$ cat src/hdl/rlee_pkg.sv
// package: shared types and constants for the radix literal expression evaluator
`timescale 1ns / 1ps
package rlee_pkg;

   // pending operator codes
   typedef enum logic [2:0] {
      OP_NONE = 3'd0,
      OP_ADD  = 3'd1,
      OP_SUB  = 3'd2,
      OP_MUL  = 3'd3,
      OP_DIV  = 3'd4
   } op_type;

   // result status codes
   typedef enum logic [2:0] {
      ST_OK       = 3'd0,
      ST_EVEN     = 3'd1,
      ST_OP_NUM   = 3'd2,
      ST_BAD_NUM  = 3'd3,
      ST_NUM_OP   = 3'd4,
      ST_BAD_OP   = 3'd5,
      ST_DIV_ZERO = 3'd6
   } status_type;

   localparam logic [7:0] CH_PLUS  = 8'h2B;
   localparam logic [7:0] CH_MINUS = 8'h2D;
   localparam logic [7:0] CH_DOT   = 8'h2E;
   localparam logic [7:0] CH_STAR  = 8'h2A;
   localparam logic [7:0] CH_SLASH = 8'h2F;
   localparam logic [7:0] CH_X     = 8'h78;
   localparam logic [7:0] CH_B     = 8'h62;
   localparam logic [7:0] CH_ZERO  = 8'h30;
   localparam logic [7:0] CH_ONE   = 8'h31;
   localparam logic [7:0] CH_SEVEN = 8'h37;
   localparam logic [7:0] CH_NINE  = 8'h39;

   // commands from controller to datapath
   typedef struct packed {
      logic scan;      // take the presented character into the term scanner
      logic term_end;  // classify the term, latch its value, update parity / error / operator
      logic fold;      // fold the latched term value (non-divide) into the total, or flag a divide by zero
      logic div_start; // load the divider
      logic div_step;  // one divider iteration
      logic div_done;  // write the quotient into the total
      logic clear;     // register the result and return to reset state
   } cmd_type;

   // status from datapath to controller
   typedef struct packed {
      logic fold_needed; // latched term is a number to fold with no prior error
      logic div_needed;  // that fold is a divide by a nonzero value
      logic div_last;    // divider on its last iteration
   } stat_type;

endpackage

$ cat src/hdl/radix_literal_expression_evaluator_core.sv
// top level: radix literal expression evaluator
// channel  dir  handshake              payload
// req      in   req_tvalid/req_tready  tdata character, tuser token end, tlast expression end
// rsp      out  rsp_tvalid/rsp_tready  tdata result value [31:0], status [34:32]
// sequencing:
//   characters are taken in the scan state; the last character of a term leads to a fold step
//   a divide by a nonzero value adds VALUE_WIDTH divide steps and a quotient write
//   the expression end moves the result into the output register once that register is
//   empty or the previous result there is being taken
//   req_tready is high only in the character scan state
//   active-high sync reset clears all but divider, term latch; no result pending after reset
`timescale 1ns / 1ps
module radix_literal_expression_evaluator_core #(
   parameter int VALUE_WIDTH = 32
) (
   input  logic        clock,
   input  logic        reset,
   input  logic        req_tvalid,
   output logic        req_tready,
   input  logic [7:0]  req_tdata,   // character
   input  logic        req_tlast,   // expression end
   input  logic        req_tuser,   // token end
   output logic        rsp_tvalid,
   input  logic        rsp_tready,
   output logic [39:0] rsp_tdata    // result value [31:0], status [34:32], zero fill
);
   import rlee_pkg::*;

   cmd_type     cmd;
   stat_type    stat;
   logic [31:0] result_value;
   logic [2:0]  status;

   // controller
   rlee_control u_control (
      .clock(clock),
      .reset(reset),
      .req_tvalid(req_tvalid),
      .req_tready(req_tready),
      .token_end(req_tuser),
      .expr_end(req_tlast),
      .rsp_tready(rsp_tready),
      .rsp_tvalid(rsp_tvalid),
      .stat(stat),
      .cmd(cmd)
   );

   // datapath
   rlee_datapath #(
      .VALUE_WIDTH(VALUE_WIDTH)
   ) u_datapath (
      .clock(clock),
      .reset(reset),
      .character(req_tdata),
      .cmd(cmd),
      .stat(stat),
      .result_value(result_value),
      .status(status)
   );

   assign rsp_tdata = {5'd0, status, result_value};

   // a waiting result stays offered
   assert property (@(posedge clock) disable iff (reset)
      rsp_tvalid && !rsp_tready |=> rsp_tvalid) else $error("result dropped");
   // a waiting result keeps its data
   assert property (@(posedge clock) disable iff (reset)
      rsp_tvalid && !rsp_tready |=> $stable(rsp_tdata)) else $error("result changed");
   // handshake outputs are always known
   assert property (@(posedge clock) disable iff (reset)
      !$isunknown({req_tready, rsp_tvalid})) else $error("unknown handshake");
endmodule

$ cat src/hdl/rlee_datapath.sv
// datapath: term scanner, base accumulators, total, iterative divider and result register
`timescale 1ns / 1ps
module rlee_datapath #(
   parameter int VALUE_WIDTH = 32
) (
   input  logic                   clock,
   input  logic                   reset,
   input  logic [7:0]             character,
   input  rlee_pkg::cmd_type      cmd,
   output rlee_pkg::stat_type     stat,
   output logic [31:0]            result_value,
   output logic [2:0]             status
);
   import rlee_pkg::*;

   localparam int CW = $clog2(VALUE_WIDTH + 1);
   localparam logic [CW-1:0] LAST_STEP = CW'(VALUE_WIDTH - 1);

   logic [1:0]             pos_ff, pos_in;
   logic [7:0]             lc_ff [3];
   logic [7:0]             lc_in [3];
   logic [3:0]             flags_ff, flags_in;
   logic [VALUE_WIDTH-1:0] acc_ff [4];
   logic [VALUE_WIDTH-1:0] acc_in [4];
   logic [VALUE_WIDTH-1:0] total_ff, total_in;
   op_type                 op_ff, op_in;
   logic                   parity_ff, parity_in;
   logic [2:0]             err_ff, err_in;
   logic                   dz_ff, dz_in;
   // divider state
   logic [VALUE_WIDTH-1:0] quo_ff, quo_in, rem_ff, rem_in, dvs_ff, dvs_in;
   logic                   qneg_ff, qneg_in;
   logic [CW-1:0]          cnt_ff, cnt_in;
   // latched term value and fold flag
   logic [VALUE_WIDTH-1:0] val_ff, val_in;
   logic                   fold_ff, fold_in;
   // result register
   logic [31:0]            res_ff;
   logic [2:0]             st_ff;

   // character decode
   logic [7:0]             c0, c1, c2;
   logic                   neg, isdig, ishex;
   logic [3:0]             dv, hv;
   always_comb begin
      c0 = (pos_ff == 2'd0) ? character : lc_ff[0];
      c1 = (pos_ff == 2'd1) ? character : lc_ff[1];
      c2 = (pos_ff == 2'd2) ? character : lc_ff[2];
      neg = (c0 == CH_MINUS);
      isdig = (character >= CH_ZERO) && (character <= CH_NINE);
      dv = isdig ? 4'(character - CH_ZERO) : 4'd0;
      ishex = 1'b1;
      if (isdig) hv = dv;
      else if (character >= 8'h41 && character <= 8'h46) hv = 4'(character - 8'h37);
      else if (character >= 8'h61 && character <= 8'h66) hv = 4'(character - 8'h57);
      else begin
         hv = 4'd0;
         ishex = 1'b0;
      end
   end

   // scanner update for the presented character
   always_comb begin
      lc_in = lc_ff;
      flags_in = flags_ff;
      acc_in = acc_ff;
      if (pos_ff != 2'd3) lc_in[pos_ff] = character;
      if (pos_ff >= (neg ? 2'd1 : 2'd0)) begin
         if (!isdig) flags_in[0] = 1'b0;
         acc_in[0] = VALUE_WIDTH'(acc_ff[0] * VALUE_WIDTH'(10)) + VALUE_WIDTH'(dv);
      end
      if (pos_ff >= (neg ? 2'd3 : 2'd2)) begin
         if (character != CH_ZERO && character != CH_ONE) flags_in[1] = 1'b0;
         acc_in[1] = {acc_ff[1][VALUE_WIDTH-2:0], dv[0]};
         if (!ishex) flags_in[3] = 1'b0;
         acc_in[3] = {acc_ff[3][VALUE_WIDTH-5:0], hv};
      end
      if (pos_ff >= (neg ? 2'd2 : 2'd1)) begin
         if (character < CH_ZERO || character > CH_SEVEN) flags_in[2] = 1'b0;
         acc_in[2] = {acc_ff[2][VALUE_WIDTH-4:0], dv[2:0]};
      end
      pos_in = (pos_ff == 2'd3) ? pos_ff : pos_ff + 2'd1;
   end

   // term classification, using the state as it stands after this character
   logic                   is_dec, is_bin, is_oct, is_hex, is_num, is_op;
   logic [VALUE_WIDTH-1:0] val;
   op_type                 opc;
   logic [1:0]             p;
   always_comb begin
      p = pos_ff;
      is_dec = flags_in[0] &&
               (neg ? (p >= 2'd1 && c1 != CH_ZERO) : (c0 != CH_ZERO || p == 2'd0));
      is_bin = flags_in[1] && ((!neg && c0 == CH_ZERO && c1 == CH_B && p >= 2'd2)
                            || (neg && c1 == CH_ZERO && c2 == CH_B && p == 2'd3));
      is_hex = flags_in[3] && ((!neg && c0 == CH_ZERO && c1 == CH_X && p >= 2'd2)
                            || (neg && c1 == CH_ZERO && c2 == CH_X && p == 2'd3));
      is_oct = flags_in[2] &&
               ((!neg && c0 == CH_ZERO && p >= 2'd1 && c1 != CH_X && c1 != CH_B)
             || (neg && c1 == CH_ZERO && p >= 2'd2 && c2 != CH_X && c2 != CH_B));
      is_num = is_dec || is_bin || is_oct || is_hex;
      priority if (is_dec) val = acc_in[0];
      else if (is_bin) val = acc_in[1];
      else if (is_oct) val = acc_in[2];
      else if (is_hex) val = acc_in[3];
      else val = '0;
      if (neg) val = VALUE_WIDTH'(0) - val;
      is_op = 1'b0;
      opc = OP_NONE;
      if (p == 2'd0) begin
         priority if (c0 == CH_PLUS) begin opc = OP_ADD; is_op = 1'b1; end
         else if (c0 == CH_MINUS) begin opc = OP_SUB; is_op = 1'b1; end
         else if (c0 == CH_STAR || c0 == CH_DOT) begin opc = OP_MUL; is_op = 1'b1; end
         else if (c0 == CH_SLASH) begin opc = OP_DIV; is_op = 1'b1; end
         else is_op = 1'b0;
      end
   end

   assign stat.fold_needed = fold_ff;
   assign stat.div_needed  = (op_ff == OP_DIV) && (val_ff != '0);
   assign stat.div_last    = (cnt_ff == LAST_STEP);

   // restoring divide step
   logic [VALUE_WIDTH:0]   trial;
   logic [VALUE_WIDTH-1:0] rsh;
   assign rsh = {rem_ff[VALUE_WIDTH-2:0], quo_ff[VALUE_WIDTH-1]};
   assign trial = {1'b0, rsh} - {1'b0, dvs_ff};

   // next state
   always_comb begin
      total_in = total_ff;
      op_in = op_ff;
      parity_in = parity_ff;
      err_in = err_ff;
      dz_in = dz_ff;
      quo_in = quo_ff;
      rem_in = rem_ff;
      dvs_in = dvs_ff;
      qneg_in = qneg_ff;
      cnt_in = cnt_ff;
      val_in = val_ff;
      fold_in = fold_ff;
      if (cmd.fold) begin
         unique case (op_ff)
            OP_SUB: total_in = total_ff - val_ff;
            OP_MUL: total_in = VALUE_WIDTH'(total_ff * val_ff);
            OP_DIV: dz_in = 1'b1;
            default: total_in = total_ff + val_ff;
         endcase
      end
      if (cmd.term_end) begin
         val_in = val;
         fold_in = !parity_ff && is_num && (err_ff == 3'd0);
         if (!parity_ff) begin
            if (!is_num && err_ff == 3'd0) err_in = is_op ? ST_OP_NUM : ST_BAD_NUM;
         end else if (is_op) begin
            op_in = opc;
         end else if (err_ff == 3'd0) begin
            err_in = is_num ? ST_NUM_OP : ST_BAD_OP;
         end
         parity_in = !parity_ff;
      end
      if (cmd.div_start) begin
         quo_in = total_ff[VALUE_WIDTH-1] ? VALUE_WIDTH'(0) - total_ff : total_ff;
         dvs_in = val_ff[VALUE_WIDTH-1] ? VALUE_WIDTH'(0) - val_ff : val_ff;
         rem_in = '0;
         qneg_in = total_ff[VALUE_WIDTH-1] ^ val_ff[VALUE_WIDTH-1];
         cnt_in = '0;
      end
      if (cmd.div_step) begin
         if (!trial[VALUE_WIDTH]) begin
            rem_in = trial[VALUE_WIDTH-1:0];
            quo_in = {quo_ff[VALUE_WIDTH-2:0], 1'b1};
         end else begin
            rem_in = rsh;
            quo_in = {quo_ff[VALUE_WIDTH-2:0], 1'b0};
         end
         cnt_in = cnt_ff + CW'(1);
      end
      if (cmd.div_done) total_in = qneg_ff ? VALUE_WIDTH'(0) - quo_ff : quo_ff;
   end

   // registers
   always_ff @(posedge clock) begin
      if (reset || cmd.clear) begin
         pos_ff <= '0;
         lc_ff <= '{default: '0};
         flags_ff <= '1;
         acc_ff <= '{default: '0};
         total_ff <= '0;
         op_ff <= OP_NONE;
         parity_ff <= 1'b0;
         err_ff <= '0;
         dz_ff <= 1'b0;
         fold_ff <= 1'b0;
      end else begin
         if (cmd.scan) begin
            if (cmd.term_end) begin
               pos_ff <= '0;
               lc_ff <= '{default: '0};
               flags_ff <= '1;
               acc_ff <= '{default: '0};
            end else begin
               pos_ff <= pos_in;
               lc_ff <= lc_in;
               flags_ff <= flags_in;
               acc_ff <= acc_in;
            end
         end
         total_ff <= total_in;
         op_ff <= op_in;
         parity_ff <= parity_in;
         err_ff <= err_in;
         dz_ff <= dz_in;
         fold_ff <= fold_in;
      end
      quo_ff <= quo_in;
      rem_ff <= rem_in;
      dvs_ff <= dvs_in;
      qneg_ff <= qneg_in;
      cnt_ff <= cnt_in;
      val_ff <= val_in;
   end

   // final status, read after the last term has been folded
   logic [2:0]  st_now;
   logic [31:0] res_now;
   always_comb begin
      if (!parity_ff) st_now = ST_EVEN;
      else if (err_ff != 3'd0) st_now = err_ff;
      else if (dz_ff) st_now = ST_DIV_ZERO;
      else st_now = ST_OK;
      res_now = (st_now == ST_OK) ? 32'(total_ff) : 32'd0;
   end

   // result register, loaded as the evaluator returns to reset state
   always_ff @(posedge clock) begin
      if (reset) begin
         st_ff <= '0;
         res_ff <= '0;
      end else if (cmd.clear) begin
         st_ff <= st_now;
         res_ff <= res_now;
      end
   end
   assign status = st_ff;
   assign result_value = res_ff;

   // divider divisor is never zero while iterating
   assert property (@(posedge clock) disable iff (reset)
      cmd.div_step |-> dvs_ff != '0) else $error("divide by zero in divider");
   // a divide is only started on a divide operator
   assert property (@(posedge clock) disable iff (reset)
      cmd.div_start |-> op_ff == OP_DIV) else $error("divide without divide operator");
   // latched divisor is nonzero when the quotient is written
   assert property (@(posedge clock) disable iff (reset)
      cmd.div_done |-> val_ff != '0) else $error("quotient with zero divisor");
endmodule

$ cat src/hdl/rlee_control.sv
// controller: sequences character scan, fold, divide iterations and result output
`timescale 1ns / 1ps
module rlee_control (
   input  logic                clock,
   input  logic                reset,
   input  logic                req_tvalid,
   output logic                req_tready,
   input  logic                token_end,
   input  logic                expr_end,
   input  logic                rsp_tready,
   output logic                rsp_tvalid,
   input  rlee_pkg::stat_type  stat,
   output rlee_pkg::cmd_type   cmd
);
   import rlee_pkg::*;

   typedef enum logic [2:0] {S_SCAN, S_FOLD, S_DIV, S_QUOT, S_OUT} state_type;
   state_type state_ff, state_in;
   logic      eend_ff, eend_in;
   logic      rsp_valid_ff, rsp_valid_in;
   logic      acc;

   assign req_tready = (state_ff == S_SCAN);
   assign rsp_tvalid = rsp_valid_ff;
   assign acc = req_tvalid && req_tready;

   // command decode and next state
   always_comb begin
      cmd = '0;
      state_in = state_ff;
      eend_in = eend_ff;
      rsp_valid_in = rsp_valid_ff && !rsp_tready;
      unique case (state_ff)
         S_SCAN: begin
            if (acc) begin
               cmd.scan = 1'b1;
               if (token_end || expr_end) begin
                  cmd.term_end = 1'b1;
                  eend_in = expr_end;
                  state_in = S_FOLD;
               end
            end
         end
         S_FOLD: begin
            if (stat.fold_needed && stat.div_needed) begin
               cmd.div_start = 1'b1;
               state_in = S_DIV;
            end else begin
               cmd.fold = stat.fold_needed;
               state_in = eend_ff ? S_OUT : S_SCAN;
            end
         end
         S_DIV: begin
            cmd.div_step = 1'b1;
            if (stat.div_last) state_in = S_QUOT;
         end
         S_QUOT: begin
            cmd.div_done = 1'b1;
            state_in = eend_ff ? S_OUT : S_SCAN;
         end
         S_OUT: begin
            // wait for the output register to free up
            if (!rsp_valid_ff || rsp_tready) begin
               cmd.clear = 1'b1;
               rsp_valid_in = 1'b1;
               state_in = S_SCAN;
            end
         end
         default: state_in = S_SCAN;
      endcase
   end

   // state and result valid
   always_ff @(posedge clock) begin
      if (reset) begin
         state_ff <= S_SCAN;
         eend_ff <= 1'b0;
         rsp_valid_ff <= 1'b0;
      end else begin
         state_ff <= state_in;
         eend_ff <= eend_in;
         rsp_valid_ff <= rsp_valid_in;
      end
   end
endmodule
$ cat config.mk
export PLATFORM = sky130hd
export DESIGN_NAME = radix_literal_expression_evaluator_core
export DESIGN_NICKNAME = d
export VERILOG_FILES = /design/src/hdl/rlee_pkg.sv /design/src/hdl/radix_literal_expression_evaluator_core.sv /design/src/hdl/rlee_datapath.sv /design/src/hdl/rlee_control.sv
export SDC_FILE = /design/constraint.sdc
export NUM_CORES = 2
export LEC_CHECK = 0
export BUFFER_PORTS_ARGS = -buffer_cell sky130_fd_sc_hd__buf_2
export CAP_MARGIN = 5
export CORE_UTILIZATION = 25
export DETAILED_ROUTE_END_ITERATION = 8
export PLACE_DENSITY = 0.39
export SLEW_MARGIN = 20
export SYNTH_ARGS = -nofsm -noshare
export SYNTH_HDL_FRONTEND = slang
export SYNTH_HIERARCHICAL = 1
export SYNTH_SLANG_ARGS = --single-unit
$ cat constraint.sdc
create_clock -name clock -period 15.4 [get_ports clock]
set_input_delay 0.77 -clock clock [delete_from_list [all_inputs] [get_ports clock]]
set_output_delay 0.77 -clock clock [all_outputs]
set_load 0.02 [all_outputs]
==> impl_summary.md <==
CTS
Clock-pin slew was measured on the worst setup and hold paths at 0.06 ns. The maximum root-to-sink buffer count is 3. The clock tree from TritonCTS is built. In this run, post-CTS hold repair placed 0 buffers.

The H-tree generated during clock tree synthesis spans 2 levels. The clock drives 373 sinks. The post-CTS setup repair buffer count is 0.

The number of clock buffers added by TritonCTS is 54. The library cell used as clock root buffer is sky130_fd_sc_hd__clkbuf_16. The post-cts sizing count is 0. The later pin in the worst-skew pair is clocked with a latency of 0.67 ns.

Critical path
The highest-delay cell along the critical path is sky130_fd_sc_hd__dfxtp_1. Counting cells, the worst reg-to-reg path comes to 29. The startpoint type of the worst setup path is a register.

The arrival time at the worst endpoint is 9.03 ns. The largest single stage delay on the critical path is 0.86 ns. The endpoint of the most critical register-to-register path is u_datapath/total_ff[30].

Counting stages on the worst path, the most repeated cell is sky130_fd_sc_hd__fa_1. For the worst setup path, the data required time is 15.89 ns. The worst setup path category is reg -> reg. The kind of capture point of the worst setup path is a register. The largest fanout on the critical path is 17. The startpoint of the lowest-slack register-to-register path is u_datapath/total_ff[7].

The reg2reg setup slack is 6.86 ns.

Yosys
The count of flip-flops with a built-in enable after synthesis is 134. The synthesized instance count is 5089. In the synthesized netlist the async set-or-reset flop fraction comes to 0%. Counting flops and latches in the post-synthesis netlist gives 373.

Yosys printed 6 warnings. The commonest register cell after synthesis is sky130_fd_sc_hd__dfxtp_1. Counting distinct cell types in the post-synthesis netlist gives 104. Sequential cells were found to cover 20.7% of the synthesized design area. The average cell area after synthesis is 8.35 um^2.

The synthesized netlist occupies a cell area of 0.0425 mm^2.

Timing
The relative max-transition margin is 26.2%. Subtracting the final worst setup slack from the clock period gives 8.54 ns. Setup repair after global routing left no endpoint under its margin. The accumulated negative setup slack is 0 ns.

Setup violations remaining at the end of the flow were counted as 0. After layout, the worst setup slack is 6.86 ns. The number of failing hold endpoints at the final stage is 0. The post-route fraction of the period consumed by the critical path is 55.5%. For the final database, setup skew stands at 0.0583 ns. The count of final max-slew check failures was 0. The upper clock frequency limit is 117 MHz. At the pin with the least slew margin, the transition time is 1.11 ns.

GRT
Global routing used 17.5% of the available tracks. The first global-routing pass estimated 231000 um of wire. The number of global-route vias before repair was 36000. After global routing the overflow that remains totals 0.

The maximum number of pins on one net before global-route repair is 91. The number of antenna violations at the first check in global routing is 9.

Layout
Compared with the post-synthesis result, the final layout area differs by 10.6%. The layout cell share with drive strength beyond 1 is 6.32%. The repair_antennas step left the layout with diodes totalling 0. The number of nets in the final layout is 5655.

The layout has 18100 filler cells.

Placed design
At the end of routability-driven placement, the weighted congestion stood at 0.845. The count of buffers added on input and output ports is 50. The wire-length estimate of the detail-placed layout is 109000 um. The worst setup timing slack at the placement stage is 6.81 ns.

Pwr
The analysis attributes to cell leakage a power of 19.8 nW. The worst supply voltage drop on vdd is 0.000102 V. Net switching is 27.6% of the power. The internal power is 1.89 mW. In this run, the combinational gates consume 8.2% of the power. The part of the total power dissipated in sequential elements is 39.7%. The clock network burns 52.0% of the power.

The power per standard cell area is 55.7 mW/mm^2. Summed over all nets, the switching power comes to 724 uW.

Outcome
The run finished with clean final reports.

Worst hold path
The min-delay analysis places its worst path in the category in -> reg. The worst hold path was traced through 2 stages. The path with the worst hold slack has its endpoint at u_control/eend_ff. In this run the most critical hold path is launched from req_tlast.

Run
Max-cap violations in this run came to 0.

Routing
After detailed routing, the average wire length per cell comes to 21.0 um. The final layout contains routed wiring with a total length of 151000 um. The number of vias per cell after detailed routing is 4.90. The via total after detailed routing is 35400. The DRC violation count after routing is 0. After the first detailed-routing iteration, the DRC count stood at 2152. The number of iterations in the first detailed-routing pass is 5.

Once detail routing completed, the nets flagged for antenna violations numbered 0.

Floorplanning
For this design the top-level I/O count stands at 56. The die covers 0.172 mm^2. For this configuration, the core starts out at a cell density of 25.3%. The die is 414 um wide. The die is 414 um tall. In this run the core area contains 150 standard-cell rows. The core region area is 0.168 mm^2.
[sequential cells by signal (all words and copies together), names as in the netlist, 4 cells and up]
signal	cells
u_datapath/quo_ff	32
u_datapath/result_value	32
u_datapath/rem_ff	31
u_datapath/flags_ff	4
u_datapath/val_ff	32
u_datapath/dvs_ff	32
u_datapath/acc_ff	128
u_datapath/total_ff	32
u_datapath/cnt_ff	6
u_datapath/lc_ff	24
[worst max path at each step]
stage / start / to / slack (ns) / cells after the start
after floorplan: u_datapath/val_ff[4] / u_datapath/total_ff[30] / 7.83 / 27
after global placement: u_datapath/total_ff[7] / u_datapath/total_ff[30] / 6.85 / 29
after detailed placement: u_datapath/total_ff[7] / u_datapath/total_ff[30] / 6.81 / 29
after CTS: u_datapath/total_ff[7] / u_datapath/total_ff[30] / 6.81 / 29
after global routing: u_datapath/total_ff[7] / u_datapath/total_ff[30] / 6.42 / 29
final: u_datapath/total_ff[7] / u_datapath/total_ff[30] / 6.86 / 29
[cell families (layout without fill, tap and decap cells)]
logic type	after synthesis	count (layout)	share of synthesized area (%)
DFF	373	373	20.7
xor gates and xnor gates	332	332	6.85
adders and majority gates	673	673	27.1
and+or+nand+nor	1762	1762	20.1
other	1	5	0.00883
AOI/OAI and AO/OA	1010	1010	15.5
muxes	82	82	1.95
buffers and inverters	856	777	7.71
[worst max-delay path, delay by kind of cell, from the launching register on]
| kind | cells | cell delay [ns] |
|---|---|---|
| adders and majority gates | 9 | 4.27 |
| AOI/OAI and AO/OA | 9 | 1.84 |
| DFF | 1 | 0.86 |
| buffers and inverters | 8 | 0.82 |
| muxes | 1 | 0.40 |
| and+or+nand+nor | 2 | 0.24 |
[Yosys cell counts (20+ instances only)]
cell / instances / area, um^2
sky130_fd_sc_hd__a211oi_1: 54 / 405
sky130_fd_sc_hd__a22o_1: 38 / 333
sky130_fd_sc_hd__a21oi_1: 335 / 1680
sky130_fd_sc_hd__nand2b_1: 39 / 244
sky130_fd_sc_hd__mux2i_1: 77 / 771
sky130_fd_sc_hd__ha_1: 261 / 3270
sky130_fd_sc_hd__buf_1: 23 / 86.3
sky130_fd_sc_hd__xor2_1: 145 / 1270
sky130_fd_sc_hd__a21o_1: 35 / 263
sky130_fd_sc_hd__o31ai_1: 41 / 308
sky130_fd_sc_hd__o21ai_0: 162 / 811
sky130_fd_sc_hd__and3_1: 20 / 125
sky130_fd_sc_hd__fa_1: 412 / 8250
sky130_fd_sc_hd__nand3_1: 49 / 245
sky130_fd_sc_hd__edfxtp_1: 134 / 4020
sky130_fd_sc_hd__or3_1: 42 / 263
sky130_fd_sc_hd__o21a_1: 23 / 173
sky130_fd_sc_hd__dfxtp_1: 239 / 4780
sky130_fd_sc_hd__xnor2_1: 187 / 1640
sky130_fd_sc_hd__o211ai_1: 21 / 158
sky130_fd_sc_hd__nor2b_1: 21 / 131
sky130_fd_sc_hd__nor3_1: 73 / 365
sky130_fd_sc_hd__and2_1: 336 / 2100
sky130_fd_sc_hd__inv_1: 528 / 1980
sky130_fd_sc_hd__a22oi_1: 110 / 826
sky130_fd_sc_hd__nor4_1: 21 / 131
sky130_fd_sc_hd__a31oi_1: 27 / 169
sky130_fd_sc_hd__clkbuf_1: 279 / 1050
sky130_fd_sc_hd__nand2_1: 611 / 2290
sky130_fd_sc_hd__nor2_1: 429 / 1610
[area by class of cell]
class                   instances  area (um^2)  share of cell area (%)
flip-flops and latches        373         8810                    18.8
clock buffers                  70         1510                    3.22
well taps                    2204         2760                    5.87
multi-input cells            3864        30500                    65.0
inverters                     530         1990                    4.24
clock inverters                32          410                   0.874
repair buffers                145          980                    2.09
[power by group through the flow]
stage | Sequential, mW | Clock (mW) | Combinational (mW)
after floorplan | 1.05 | 0 | 0.135
after global placement | 1.06 | 0 | 0.216
after detailed placement | 1.06 | 0 | 0.216
after CTS | 1.04 | 1.41 | 0.216
after global routing | 1.04 | 1.44 | 0.231
final | 1.04 | 1.36 | 0.215
[per-layer routing]
metal / track usage (%) / vias to the layer above / routed length, um
li1: - / 16700 / -
met1: 23.1 / 17800 / 68400
met2: 30.4 / 675 / 73700
met3: 2.02 / 161 / 6020
met4: 3.78 / 0 / 3260
met5: 0 / - / 0
[through the flow]
stage               hold slack (ns)  utilization, %  instance area, um^2  total power [mW]  std cells
floorplan                     0.441               -                42500              1.19       5093
global placement              0.454            26.8                45000              1.28       7115
detailed placement            0.458            26.8                45000              1.28       7115
CTS                           0.312            27.9                46900              2.67       7217
global route                  0.338            28.0                47000              2.71       7218
finish                        0.357            28.0                47000              2.62       7218
[cells in the final DEF, fill, tap and decap left out, types with 161 or more instances in the layout]
cell,synthesis,layout
sky130_fd_sc_hd__nand2_1,611,610
sky130_fd_sc_hd__inv_1,528,528
sky130_fd_sc_hd__nor2_1,429,424
sky130_fd_sc_hd__fa_1,412,412
sky130_fd_sc_hd__and2_1,336,333
sky130_fd_sc_hd__a21oi_1,335,332
sky130_fd_sc_hd__ha_1,261,261
sky130_fd_sc_hd__dfxtp_1,239,238
sky130_fd_sc_hd__xnor2_1,187,187
sky130_fd_sc_hd__o21ai_0,162,161
Power figures use the tool's default switching activity.
